File: config.mk
export PLATFORM = sky130hd
export DESIGN_NAME = time_of_day_clock_display_unit
export DESIGN_NICKNAME = d
export VERILOG_FILES = /design/src/rtl/todcd_pkg.sv /design/src/rtl/todcd_front.sv /design/src/rtl/todcd_queue.sv /design/src/rtl/todcd_back.sv /design/src/rtl/time_of_day_clock_display_unit.sv
export VERILOG_INCLUDE_DIRS = /design/src /design/src/rtl
export SDC_FILE = /design/constraint.sdc
export NUM_CORES = 1
export LEC_CHECK = 0
export ABC_AREA = 1
export BUFFER_PORTS_ARGS = -buffer_cell sky130_fd_sc_hd__buf_2
export CAP_MARGIN = 25
export CORE_MARGIN = 5
export CORE_UTILIZATION = 60
export DETAILED_ROUTE_END_ITERATION = 10
export GPL_TIMING_DRIVEN = 0
export PLACE_DENSITY = 0.79
export SLEW_MARGIN = 20
export SYNTH_ARGS = -nofsm -noshare
export SYNTH_HDL_FRONTEND = slang
export SYNTH_SLANG_ARGS = --single-unit
File: constraint.sdc
create_clock -name clk -period 5.39 [get_ports clk]
set_clock_uncertainty 0.05 [all_clocks]
set_input_delay 0.8085 -clock clk [delete_from_list [all_inputs] [get_ports clk]]
set_output_delay 0.8085 -clock clk [all_outputs]
set_load 0.02 [all_outputs]
File: src/rtl/time_of_day_clock_display_unit_defines.svh
// assertion macros shared by the time-of-day clock display rtl
`ifndef TIME_OF_DAY_CLOCK_DISPLAY_UNIT_DEFINES_SVH
`define TIME_OF_DAY_CLOCK_DISPLAY_UNIT_DEFINES_SVH

// same-cycle implication, sampled on clk, off while arst_n is low
`define TODCD_ASSERT_NOW(label, ante, cons, msg) \
	label: assert property (@(posedge clk) disable iff (!arst_n) (ante) |-> (cons)) \
		else $error(msg);

// next-cycle implication, sampled on clk, off while arst_n is low
`define TODCD_ASSERT_NEXT(label, ante, cons, msg) \
	label: assert property (@(posedge clk) disable iff (!arst_n) (ante) |=> (cons)) \
		else $error(msg);

`endif

File: src/rtl/todcd_pkg.sv
// types, constants and segment tables of the time-of-day clock display
package todcd_pkg;

	// stored count and clamped time of day widths
	localparam int COUNT_W = 19;
	localparam int NOW_W   = 17;
	localparam int NUM_DIGITS = 6;

	localparam logic [COUNT_W-1:0] SECS_PER_DAY  = 19'd86400;
	localparam logic [NOW_W-1:0]   LAST_SEC      = 17'd86399;
	localparam int                 SECS_PER_HOUR = 3600;
	localparam int                 SECS_PER_MIN  = 60;

	// reciprocal multipliers: hour = now*37283 >> 27, minute = rem*2185 >> 17
	localparam logic [15:0] HOUR_RECIP = 16'd37283;
	localparam int          HOUR_SHIFT = 27;
	localparam logic [11:0] MIN_RECIP  = 12'd2185;
	localparam int          MIN_SHIFT  = 17;

	localparam logic [2:0] LAST_POS  = 3'd5;
	localparam logic [2:0] FIRST_ANODE_POS = 3'd4;

	// count after reset: 00:01:00
	localparam logic [COUNT_W-1:0] COUNT_RESET = 19'd60;

	// register map
	localparam logic [0:0] REG_HOUR_MODE = 1'b0;

	typedef enum logic {
		OP_LOAD = 1'b0,
		OP_TICK = 1'b1
	} todcd_op_t;

	// one tick worth of display digits, position 0 first
	typedef struct packed {
		logic                          pm;
		logic [NUM_DIGITS-1:0][3:0]    digit;
	} todcd_entry_t;

	// common-cathode pattern, bit 0 is segment a, active high
	function automatic logic [7:0] seg_cathode(input logic [3:0] d);
		logic [7:0] p;
		begin
			unique case (d)
				4'd0: p = 8'h3F;
				4'd1: p = 8'h06;
				4'd2: p = 8'h5B;
				4'd3: p = 8'h4F;
				4'd4: p = 8'h66;
				4'd5: p = 8'h6D;
				4'd6: p = 8'h7D;
				4'd7: p = 8'h07;
				4'd8: p = 8'h7F;
				4'd9: p = 8'h6F;
				default: p = 8'h00;
			endcase
			return p;
		end
	endfunction

	// common-anode pattern, active low
	function automatic logic [7:0] seg_anode(input logic [3:0] d);
		logic [7:0] p;
		begin
			unique case (d)
				4'd0: p = 8'hC0;
				4'd1: p = 8'hF9;
				4'd2: p = 8'hA4;
				4'd3: p = 8'hB0;
				4'd4: p = 8'h99;
				4'd5: p = 8'h92;
				4'd6: p = 8'h82;
				4'd7: p = 8'hF8;
				4'd8: p = 8'h80;
				4'd9: p = 8'h90;
				default: p = 8'hFF;
			endcase
			return p;
		end
	endfunction

	// tens digit of a value below 64
	function automatic logic [2:0] tens_of(input logic [5:0] v);
		logic [2:0] t;
		begin
			if (v >= 6'd60)
				t = 3'd6;
			else if (v >= 6'd50)
				t = 3'd5;
			else if (v >= 6'd40)
				t = 3'd4;
			else if (v >= 6'd30)
				t = 3'd3;
			else if (v >= 6'd20)
				t = 3'd2;
			else if (v >= 6'd10)
				t = 3'd1;
			else
				t = 3'd0;
			return t;
		end
	endfunction

endpackage

File: src/rtl/todcd_front.sv
// front end: takes beats, holds the seconds count and splits ticks into digits
`include "time_of_day_clock_display_unit_defines.svh"

module todcd_front (
	input  logic                    clk,
	input  logic                    arst_n,
	input  logic                    hour_mode_24,
	input  logic                    in_valid,
	output logic                    in_ready,
	input  logic                    in_op,
	input  logic [7:0]              hours_bcd,
	input  logic [7:0]              minutes_bcd,
	input  logic [7:0]              seconds_bcd,
	output logic                    push,
	output todcd_pkg::todcd_entry_t push_data,
	input  logic                    q_full
);
	import todcd_pkg::*;

	logic [COUNT_W-1:0] count_q;
	logic [NOW_W-1:0]   now_c;
	logic [COUNT_W-1:0] load_count;
	logic [6:0]         h_unit;
	logic [7:0]         m_unit;
	logic [7:0]         s_unit;
	logic               accept;
	logic               tick_acc;
	logic               en;

	logic vld_s1, vld_s2, vld_s3, vld_s4, vld_s5, vld_s6;
	logic [NOW_W-1:0]  now_s1, now_s2;
	logic [4:0]        hour_s2, hour_s3, hour_s4, hour_s5;
	logic [11:0]       rem_s3, rem_s4;
	logic [5:0]        min_s4, min_s5;
	logic [5:0]        sec_s5;
	todcd_entry_t      entry_s6;

	logic [32:0] hour_prod;
	logic [23:0] min_prod;
	logic [4:0]  shown;
	logic [2:0]  ht, mt, st;

	// whole pipeline moves unless the last stage waits on a full queue
	assign en       = !vld_s6 || !q_full;
	assign in_ready = en;
	assign accept   = in_valid && in_ready;
	assign tick_acc = accept && (todcd_op_t'(in_op) == OP_TICK);

	// bcd fields to units, tens nibble weighted by ten
	assign h_unit = 7'(hours_bcd[6:4]) * 7'd10 + 7'(hours_bcd[3:0]);
	assign m_unit = 8'(minutes_bcd[7:4]) * 8'd10 + 8'(minutes_bcd[3:0]);
	assign s_unit = 8'(seconds_bcd[7:4]) * 8'd10 + 8'(seconds_bcd[3:0]);
	assign load_count = 19'(s_unit) + 19'(m_unit) * 19'(SECS_PER_MIN)
		+ 19'(h_unit) * 19'(SECS_PER_HOUR);

	// a count at or past one day reads as midnight
	assign now_c = (count_q >= SECS_PER_DAY) ? '0 : count_q[NOW_W-1:0];

	// seconds-of-day count
	always_ff @(posedge clk or negedge arst_n) begin
		if (!arst_n) begin
			count_q <= COUNT_RESET;
		end else if (accept) begin
			if (todcd_op_t'(in_op) == OP_LOAD)
				count_q <= load_count;
			else if (now_c == LAST_SEC)
				count_q <= '0;
			else
				count_q <= 19'(now_c) + 19'd1;
		end
	end

	// stage valids
	always_ff @(posedge clk or negedge arst_n) begin
		if (!arst_n) begin
			vld_s1 <= 1'b0;
			vld_s2 <= 1'b0;
			vld_s3 <= 1'b0;
			vld_s4 <= 1'b0;
			vld_s5 <= 1'b0;
			vld_s6 <= 1'b0;
		end else if (en) begin
			vld_s1 <= tick_acc;
			vld_s2 <= vld_s1;
			vld_s3 <= vld_s2;
			vld_s4 <= vld_s3;
			vld_s5 <= vld_s4;
			vld_s6 <= vld_s5;
		end
	end

	assign hour_prod = 33'(now_s1) * 33'(HOUR_RECIP);
	assign min_prod  = 24'(rem_s3) * 24'(MIN_RECIP);

	// displayed hour and tens digits
	always_comb begin
		if (hour_mode_24)
			shown = hour_s5;
		else if (hour_s5 >= 5'd12)
			shown = hour_s5 - 5'd12;
		else
			shown = hour_s5;
		ht = tens_of(6'(shown));
		mt = tens_of(min_s5);
		st = tens_of(sec_s5);
	end

	// conversion stages: hour, remainder, minute, second, digits
	always_ff @(posedge clk) begin
		if (en) begin
			now_s1  <= now_c;
			now_s2  <= now_s1;
			hour_s2 <= hour_prod[HOUR_SHIFT +: 5];
			hour_s3 <= hour_s2;
			rem_s3  <= 12'(now_s2 - 17'(hour_s2) * 17'(SECS_PER_HOUR));
			hour_s4 <= hour_s3;
			rem_s4  <= rem_s3;
			min_s4  <= min_prod[MIN_SHIFT +: 6];
			hour_s5 <= hour_s4;
			min_s5  <= min_s4;
			sec_s5  <= 6'(rem_s4 - 12'(min_s4) * 12'(SECS_PER_MIN));
			entry_s6.pm       <= (hour_s5 >= 5'd12);
			entry_s6.digit[0] <= 4'(ht);
			entry_s6.digit[1] <= 4'(6'(shown) - 6'(ht) * 6'd10);
			entry_s6.digit[2] <= 4'(mt);
			entry_s6.digit[3] <= 4'(min_s5 - 6'(mt) * 6'd10);
			entry_s6.digit[4] <= 4'(st);
			entry_s6.digit[5] <= 4'(sec_s5 - 6'(st) * 6'd10);
		end
	end

	assign push      = vld_s6 && !q_full;
	assign push_data = entry_s6;

	// checks
	`TODCD_ASSERT_NEXT(a_count_in_day, tick_acc, count_q < SECS_PER_DAY,
		"count past one day after a tick")
	`TODCD_ASSERT_NOW(a_stall_holds, vld_s6 && q_full, !in_ready,
		"input taken while the pipeline is stalled")

endmodule

File: src/rtl/todcd_queue.sv
// short queue of converted digit sets between front and back
`include "time_of_day_clock_display_unit_defines.svh"

module todcd_queue #(
	parameter int DEPTH = 4
) (
	input  logic                    clk,
	input  logic                    arst_n,
	input  logic                    push,
	input  todcd_pkg::todcd_entry_t push_data,
	output logic                    full,
	input  logic                    pop,
	output todcd_pkg::todcd_entry_t pop_data,
	output logic                    not_empty
);
	import todcd_pkg::*;

	localparam int PTR_W = (DEPTH > 1) ? $clog2(DEPTH) : 1;
	localparam int CNT_W = $clog2(DEPTH + 1);

	todcd_entry_t     mem_q [DEPTH];
	logic [PTR_W-1:0] wr_ptr_q;
	logic [PTR_W-1:0] rd_ptr_q;
	logic [CNT_W-1:0] cnt_q;

	assign full      = (cnt_q == CNT_W'(DEPTH));
	assign not_empty = (cnt_q != '0);
	assign pop_data  = mem_q[rd_ptr_q];

	// pointers and fill count
	always_ff @(posedge clk or negedge arst_n) begin
		if (!arst_n) begin
			wr_ptr_q <= '0;
			rd_ptr_q <= '0;
			cnt_q    <= '0;
		end else begin
			if (push)
				wr_ptr_q <= (wr_ptr_q == PTR_W'(DEPTH - 1)) ? '0 : wr_ptr_q + 1'b1;
			if (pop)
				rd_ptr_q <= (rd_ptr_q == PTR_W'(DEPTH - 1)) ? '0 : rd_ptr_q + 1'b1;
			if (push && !pop)
				cnt_q <= cnt_q + 1'b1;
			else if (pop && !push)
				cnt_q <= cnt_q - 1'b1;
		end
	end

	// storage
	always_ff @(posedge clk) begin
		if (push)
			mem_q[wr_ptr_q] <= push_data;
	end

	// checks
	`TODCD_ASSERT_NOW(a_no_overflow, push, !full, "push into a full queue")
	`TODCD_ASSERT_NOW(a_no_underflow, pop, not_empty, "pop from an empty queue")

endmodule

File: src/rtl/todcd_back.sv
// back end: walks the six digit positions of each set and drives result beats
`include "time_of_day_clock_display_unit_defines.svh"

module todcd_back (
	input  logic                    clk,
	input  logic                    arst_n,
	input  logic                    q_not_empty,
	input  todcd_pkg::todcd_entry_t q_data,
	output logic                    pop,
	output logic                    out_valid,
	input  logic                    out_ready,
	output logic [2:0]              digit_position,
	output logic [3:0]              digit_value,
	output logic [7:0]              segment_pattern,
	output logic                    pm_flag,
	output logic                    last_digit
);
	import todcd_pkg::*;

	logic         busy_q;
	logic [2:0]   pos_q;
	todcd_entry_t cur_q;
	logic         fire;
	logic         at_last;

	assign fire    = busy_q && out_ready;
	assign at_last = (pos_q == LAST_POS);
	assign pop     = q_not_empty && (!busy_q || (fire && at_last));

	// position sequencer
	always_ff @(posedge clk or negedge arst_n) begin
		if (!arst_n) begin
			busy_q <= 1'b0;
			pos_q  <= '0;
		end else if (pop) begin
			busy_q <= 1'b1;
			pos_q  <= '0;
		end else if (fire) begin
			if (at_last)
				busy_q <= 1'b0;
			else
				pos_q <= pos_q + 3'd1;
		end
	end

	// current digit set
	always_ff @(posedge clk) begin
		if (pop)
			cur_q <= q_data;
	end

	// result beat fields
	assign out_valid      = busy_q;
	assign digit_position = pos_q;
	assign digit_value    = cur_q.digit[pos_q];
	assign pm_flag        = cur_q.pm;
	assign last_digit     = at_last;
	assign segment_pattern = (pos_q < FIRST_ANODE_POS) ? seg_cathode(digit_value)
		: seg_anode(digit_value);

	// checks
	`TODCD_ASSERT_NOW(a_pos_range, busy_q, pos_q <= LAST_POS, "digit position out of range")
	`TODCD_ASSERT_NEXT(a_pos_step, fire && !at_last && !pop,
		busy_q && (pos_q == 3'($past(pos_q) + 3'd1)), "digit position skipped")

endmodule

File: src/rtl/time_of_day_clock_display_unit.sv
// top level of the time-of-day clock display: config register, front, queue, back
//
// Keeps a seconds-of-day count (reset 00:01:00). A load beat (tuser 0) sets the
// count from BCD hours, minutes and seconds and yields no result. A tick beat
// (tuser 1) yields six result beats, hour tens to second ones, then advances
// the count by one second, wrapping at midnight. Input beats are taken one per
// cycle while the six-stage conversion pipeline and the QUEUE_DEPTH entry queue
// have room; each tick yields one output beat per digit, and sustained
// throughput is set by the output position sequencer. A tick's first result is
// registered through the conversion stages and the queue before the back end
// drives it. hour_mode_24 at byte address 0 picks 24-hour display; write it
// only while no tick is in flight.
`include "time_of_day_clock_display_unit_defines.svh"

module time_of_day_clock_display_unit #(
	parameter int QUEUE_DEPTH = 4
) (
	input  logic        clk,
	input  logic        arst_n,
	// apb configuration port
	input  logic        psel,
	input  logic        penable,
	input  logic        pwrite,
	input  logic [0:0]  paddr,
	input  logic [31:0] pwdata,
	output logic [31:0] prdata,
	output logic        pready,
	// input stream
	input  logic        s_tvalid,
	output logic        s_tready,
	input  logic [23:0] s_tdata,   // hours_bcd, minutes_bcd, seconds_bcd
	input  logic        s_tuser,   // opcode
	// result stream
	output logic        m_tvalid,
	input  logic        m_tready,
	output logic [15:0] m_tdata,   // digit_position, digit_value, segment_pattern, pm_flag
	output logic        m_tlast    // last_digit
);
	import todcd_pkg::*;

	logic         hour_mode_q;
	logic         push;
	logic         pop;
	logic         q_full;
	logic         q_not_empty;
	todcd_entry_t push_data;
	todcd_entry_t pop_data;
	logic [2:0]   digit_position;
	logic [3:0]   digit_value;
	logic [7:0]   segment_pattern;
	logic         pm_flag;
	logic         cfg_write;

	// configuration register
	assign pready    = 1'b1;
	assign cfg_write = psel && penable && pwrite && pready;
	assign prdata    = (paddr == REG_HOUR_MODE) ? {31'd0, hour_mode_q} : 32'd0;

	always_ff @(posedge clk or negedge arst_n) begin
		if (!arst_n) begin
			hour_mode_q <= 1'b0;
		end else if (cfg_write && paddr == REG_HOUR_MODE) begin
			hour_mode_q <= pwdata[0];
		end
	end

	todcd_front u_front (
		.clk          (clk),
		.arst_n       (arst_n),
		.hour_mode_24 (hour_mode_q),
		.in_valid     (s_tvalid),
		.in_ready     (s_tready),
		.in_op        (s_tuser),
		.hours_bcd    (s_tdata[7:0]),
		.minutes_bcd  (s_tdata[15:8]),
		.seconds_bcd  (s_tdata[23:16]),
		.push         (push),
		.push_data    (push_data),
		.q_full       (q_full)
	);

	todcd_queue #(
		.DEPTH (QUEUE_DEPTH)
	) u_queue (
		.clk       (clk),
		.arst_n    (arst_n),
		.push      (push),
		.push_data (push_data),
		.full      (q_full),
		.pop       (pop),
		.pop_data  (pop_data),
		.not_empty (q_not_empty)
	);

	todcd_back u_back (
		.clk             (clk),
		.arst_n          (arst_n),
		.q_not_empty     (q_not_empty),
		.q_data          (pop_data),
		.pop             (pop),
		.out_valid       (m_tvalid),
		.out_ready       (m_tready),
		.digit_position  (digit_position),
		.digit_value     (digit_value),
		.segment_pattern (segment_pattern),
		.pm_flag         (pm_flag),
		.last_digit      (m_tlast)
	);

	// pack result beat
	assign m_tdata = {pm_flag, segment_pattern, digit_value, digit_position};

endmodule

After elaboration in Yosys (flattened, before gate mapping) --
Memories as Yosys holds them, arrays and structs flattened. A register that Yosys moved wholly into a read port is not among the register bits. Index checks and enable logic that the tools add are counted.
Word-level totals: logic and storage cells 158, memories 3, memory bits (read-only) 224, bits of input ports 65, bits in writable memories 88, bits in registers 156
Memory list:
- (no name shown) | depth 16, width 7, read ports 1, clocked after memory_dff 0, write ports 0, line todcd_pkg.sv:65 | unique case (d)
- (no name shown) | depth 16, width 7, read ports 1, clocked after memory_dff 0, write ports 0, line todcd_pkg.sv:44 | unique case (d)
- u_queue.mem_q | depth 4, width 22, read ports 1, clocked after memory_dff 1, write ports 1, line todcd_queue.sv:21 | todcd_entry_t mem_q [DEPTH];
Cells by class: multiply operators 12, add/sub/neg operators 17, bitwise gates (word level) 1, reduce and logical (&&, ||, !) cells 24, mux-type cells 39, equal/unequal tests 6, magnitude comparators 22
Operators with widths (count):
- two-way mux 3 bit | 20
- two-way mux 19 bit | 2
- greater-or-equal comparator 6 bit, second input constant | 6
- multiplier 17 x 16 -> 32 bit, second input constant | 1
- greater-or-equal comparator 6 x 5 -> 1 bit, second input constant | 4
- multiplier 12 x 12 -> 23 bit, second input constant | 1
- adder 19 bit | 1
- greater-or-equal comparator 19 x 17 -> 1 bit, second input constant | 1
- adder 17 x 1 -> 18 bit, second input constant | 1
- greater-or-equal comparator 5 x 6 -> 1 bit, second input constant | 3
- == test 17 bit, second input constant | 1
- two-way mux 17 bit | 1
- adder 8 x 4 -> 8 bit | 2
- adder 8 x 14 -> 15 bit | 1
- multiplier 7 x 8 -> 15 bit, second input constant | 1
- multiplier 4 x 3 -> 7 bit, second input constant | 2
- binary-select mux 4 bit (select 3 bit) | 1
- greater-or-equal comparator 6 x 4 -> 1 bit, second input constant | 2
- multiplier 8 x 4 -> 12 bit, second input constant | 1
- subtractor 12 bit | 1
- subtractor 4 bit | 3
- logical AND 1 bit | 11
- greater-or-equal comparator 5 x 4 -> 1 bit, second input constant | 2
- greater-or-equal comparator 5 bit, second input constant | 2
- other kinds (26) | 50

Logic depth before layout (Yosys ltp) --
depth after elaboration 12, depth in mapped cells 37, depth with buffers taken out 37

By module --
From an unflattened synthesis, not the netlist that was laid out.
Unflattened totals: cell total of the unflattened synthesis 2126, area, all modules 20977.6 sq um
By module, submodules not included:
- todcd_front | times used 1, cells an instance 1542, area an instance 14465.1 sq um, sequential area each 3813.7 sq um
- todcd_queue | times used 1, cells an instance 345, area an instance 4431.8 sq um, sequential area each 3178.0 sq um
- todcd_back | times used 1, cells an instance 193, area an instance 1759.2 sq um, sequential area each 850.8 sq um
- time_of_day_clock_display_unit | times used 1, cells an instance 46, area an instance 321.6 sq um, sequential area each 25.0 sq um

Worst setup path after synthesis --
OpenSTA, ideal clock, no wires.
kind input to register, start point input s_tdata[13], end point register u_front.count_q[18], setup slack -0.498 ns, library setup time 0.117 ns, arrival 5.721 ns, cell stages on the path 29, buffers on the path 0, cell sequence ha_1 > ha_1 > fa_1 > xor2_1 > inv_1 > ha_1 > inv_1 > xor2_1 > fa_1 > inv_1 > ha_1 > nand2_1 > o31ai_1 > xor2_1 > nor2_2 > xor2_1 > inv_1 > ha_1 > inv_1 > nor3_1 > nand3_1 > nand3_1 > nand2_1 > nand2_1 > nand2_1 > nor2_1 > nand2_1 > nand3_1 > nand2_1
On the way: longest elaborated chain between the ends 6
RTL lines:
- start: declaration | line time_of_day_clock_display_unit.sv:31 | input logic [23:0] s_tdata,
- multiplier 4 x 3 -> 7 bit | line todcd_front.sv:51 | assign m_unit = 8'(minutes_bcd[7:4]) * 8'd10 + 8'(minutes_bcd[3:0]);
- adder 8 x 4 -> 8 bit | line todcd_front.sv:51
- multiplier 8 x 4 -> 12 bit | line todcd_front.sv:53 | assign load_count = 19'(s_unit) + 19'(m_unit) * 19'(SECS_PER_MIN)
- adder 8 x 14 -> 15 bit | line todcd_front.sv:53
- adder 19 bit | line todcd_front.sv:54 | + 19'(h_unit) * 19'(SECS_PER_HOUR);
- two-way mux 19 bit | line todcd_front.sv:64 | if (todcd_op_t'(in_op) == OP_LOAD)
- end signal: assignment | line todcd_front.sv:65 | count_q <= load_count;
- end signal: assignment | line todcd_front.sv:69 | count_q <= 19'(now_c) + 19'd1;
- end: declaration | line todcd_front.sv:20 | logic [COUNT_W-1:0] count_q;
No other way between the ends. A chain may end at the register's enable or synchronous reset.

Worst setup path after layout --
start point input s_tdata[12], end point register u_front.count_q[16]
The elaborated chain is that of the path after synthesis.

==> summary.txt <==
Status - finished, violations left
Violated checks - negative setup slack
FF-to-FF Start - u_front.now_s1[9]
Unique cell type count in the Yosys netlist - 54
Grt met2 use - 0.4186
Total GRT Usage - 0.2255
WL per Instance - 15.50 um
Final setup fails - 6
Detail Placement HPWL - 32.18 mm
First-pass DRT Iterations - 6
DRC - 0
Worst setup SP type - input pin
Post-synthesis sequential area ratio - 0.3630
Worst slew pin tran - 863.2 ps
# IOs - 117
Share of flip-flops with an asynchronous set or reset - 0.1492
Setup slack after layout - -202.1 ps
TritonCTS clock tree - done
Worst slew margin - 0.4239
Post-Syn Area - 0.02002 sq mm
Via density - 5.465
Vias in the first global route - 14940
Diode count - 0
Synth Area per Inst - 9.510 sq um
Chip Height - 192.7 um
Placer Congestion - 0.9360
Clock Sinks - 248
I/O Buffers - 52
GRT met3 Usage - 0.02116
Die area - 0.03712 sq mm
Routed vias - 14800
Top_reg_cell synth - edfxtp_1
Htree depth - 1
Critical path type - input pin to flop
Worst setup path end - u_front.count_q[16]
Max-slew violations - 0
Crit-path slowest cell - fa_1
Share of cells above drive strength 1 - 0.1280
Initial drt markers - 950
Num rows - 66
Ys Warns - 0
Min-delay worst type - input pin to asynchronous set/reset pin
Core footprint - 0.03270 sq mm
Grt ovf - 0
CP Launch Point - s_tdata[12]
Post-synth EDFFs - 211
Clock root buffer - clkbuf_16
Fin. Hold Viols - 0
R2R cell count - 16
Crit share post-route - 1.037
Initial antenna violation count - 0
R2R Path End - u_front.hour_s2[2]
Clock latency on the worst-skew pair - 520 ps
Post-DRT Antenna Nets - 0
Yosys reg bits - 248
Largest net degree at the start of global routing - 60
Commonest non-fill, non-tap cells in the layout - inv_1, ha_1, nand2_1, edfxtp_1, nor2_1
Clock Path Buffers - 3
Critical path arrival - 5960 ps
Commonest non-fill, non-tap cell in the layout - inv_1
Minimum clock period after layout - 5592 ps
Most frequent CP cell - nand2_1
MaxCap Viol Count - 0
Worst-path clk slew - 60 ps
M1 GR Usage - 0.2848
Critical Path Sink Type - flop
Num CTS Buffers - 26
CP peak stage delay - 530 ps
Final net count - 2732
Worst R2R Setup Slack - 350 ps
F_max - 0.1788 GHz
Gr busiest metal - met2
Die width - 192.7 um
Starting Density - 0.6121
Worst-path fanout max - 5
Worst Path Required - 5760 ps
Syn-to-layout area delta - 13.54%
Final Core Density - 0.6950
Syn Inst Count - 2105
Global-route wire length before repair - 68.91 mm
Total wire length - 41.98 mm
RSZ-0062 raised after global routing - true
==> synthesized netlist by cell type (7+ instances only) <==
cell	number	area, sq um
nor2_1	178	668.1
a21o_1	10	75.07
inv_1	333	1250
xor2_1	46	402.9
nor2_2	7	43.79
buf_4	35	262.8
dfrtp_1	33	825.8
nand4_1	30	187.7
fa_1	91	1822
clkbuf_1	15	56.30
o21ai_0	125	625.6
ha_1	330	4129
a21oi_1	104	520.5
a31oi_1	7	43.79
nor3_1	11	55.05
xnor2_1	26	227.7
nand2_1	303	1137
o22ai_1	21	131.4
edfxtp_1	211	6336
nand3_1	106	530.5
==> worst min-delay path by stage <==
stage / startpoint / to / slack (ps) / cells after the start
finish: arst_n / hour_mode_q / 100 / 1
global route: arst_n / u_back.digit_position[0] / 90 / 1
CTS: u_front.sec_s5[0] / u_front.push_data[20] / 370 / 0
detailed placement: u_front.now_s2[1] / u_front.rem_s3[1] / 350 / 0
global placement: u_front.hour_s3[2] / u_front.hour_s4[2] / 350 / 0
floorplan: u_front.hour_s3[0] / u_front.hour_s4[0] / 350 / 0
==> critical path: cells and delay by family <==
kind / cells / cell delay [ps]
xor+xnor: 2 / 370
compound gates: 3 / 460
fa+ha+maj: 7 / 2350
simple gates: 16 / 1430
buf+inv: 6 / 510
==> flip-flops by register name, indices dropped and copies added (netlist names), 12 cells and up <==
signal / flops
u_front.now_s2: 12
u_front.count_q: 19
u_front.rem_s3: 12
u_back.cur_q: 20
u_queue.mem_q: 84
u_front.now_s1: 17
u_front.push_data: 21
==> metrics by stage <==
stage	TNS, ps	worst slack, ps	cells	hold slack, ps	area [sq um]
2_1_floorplan	-479.8	-228.5	2135	350.3	20380
3_3_place_gp	-6231	-891.1	2629	351.1	21190
3_5_place_dp	-6713	-906.0	2631	354.5	21270
4_1_cts	-115.1	-69.25	2697	365.3	22380
5_1_grt	-2292	-439.9	2708	92.94	22730
6_report	-790.2	-202.1	2708	98.34	22730
==> repair_timing <==
action / in CTS / in global routing
hold buffers: 0 / 0
endpoints found under the setup margin: 7 / 10
setup buffers: 18 / 11
pin swaps: 34 / 51
gates resized for setup: 20 / 56
==> layout make-up <==
class                           instances  area (sq um)
Fill cell                            2443          9973
Buffer                                 59         380.4
Clock inverter                         16         211.5
Sequential cell                       248          7267
Multi-Input combinational cell       1488         11770
Inverter                              340          1276
Tap cell                              442         553.0
Clock buffer                           32         693.2
Timing Repair Buffer                   83         578.1
==> logic make-up (layout without fill, tap and decap cells) <==
logic type	Yosys count	in the layout	synth area share
fa+ha+maj	421	421	0.2973
buf+inv	399	530	0.08257
xor+xnor	73	73	0.03231
compound gates	305	305	0.08469
simple gates	656	656	0.1392
flops	248	248	0.3630
other cells	2	32	0.0003752
mux	1	1	0.0005625
==> routing by layer <==
layer | routed length, um | part of all wire
met4 | 788 | 0.019
met5 | 0 | 0
met2 | 22070 | 0.53
met1 | 17380 | 0.41
met3 | 1741 | 0.041
Power is left out: the tool's default activity adds up to more than one toggle a clock period on the data nets, which glitch-free logic cannot reach.
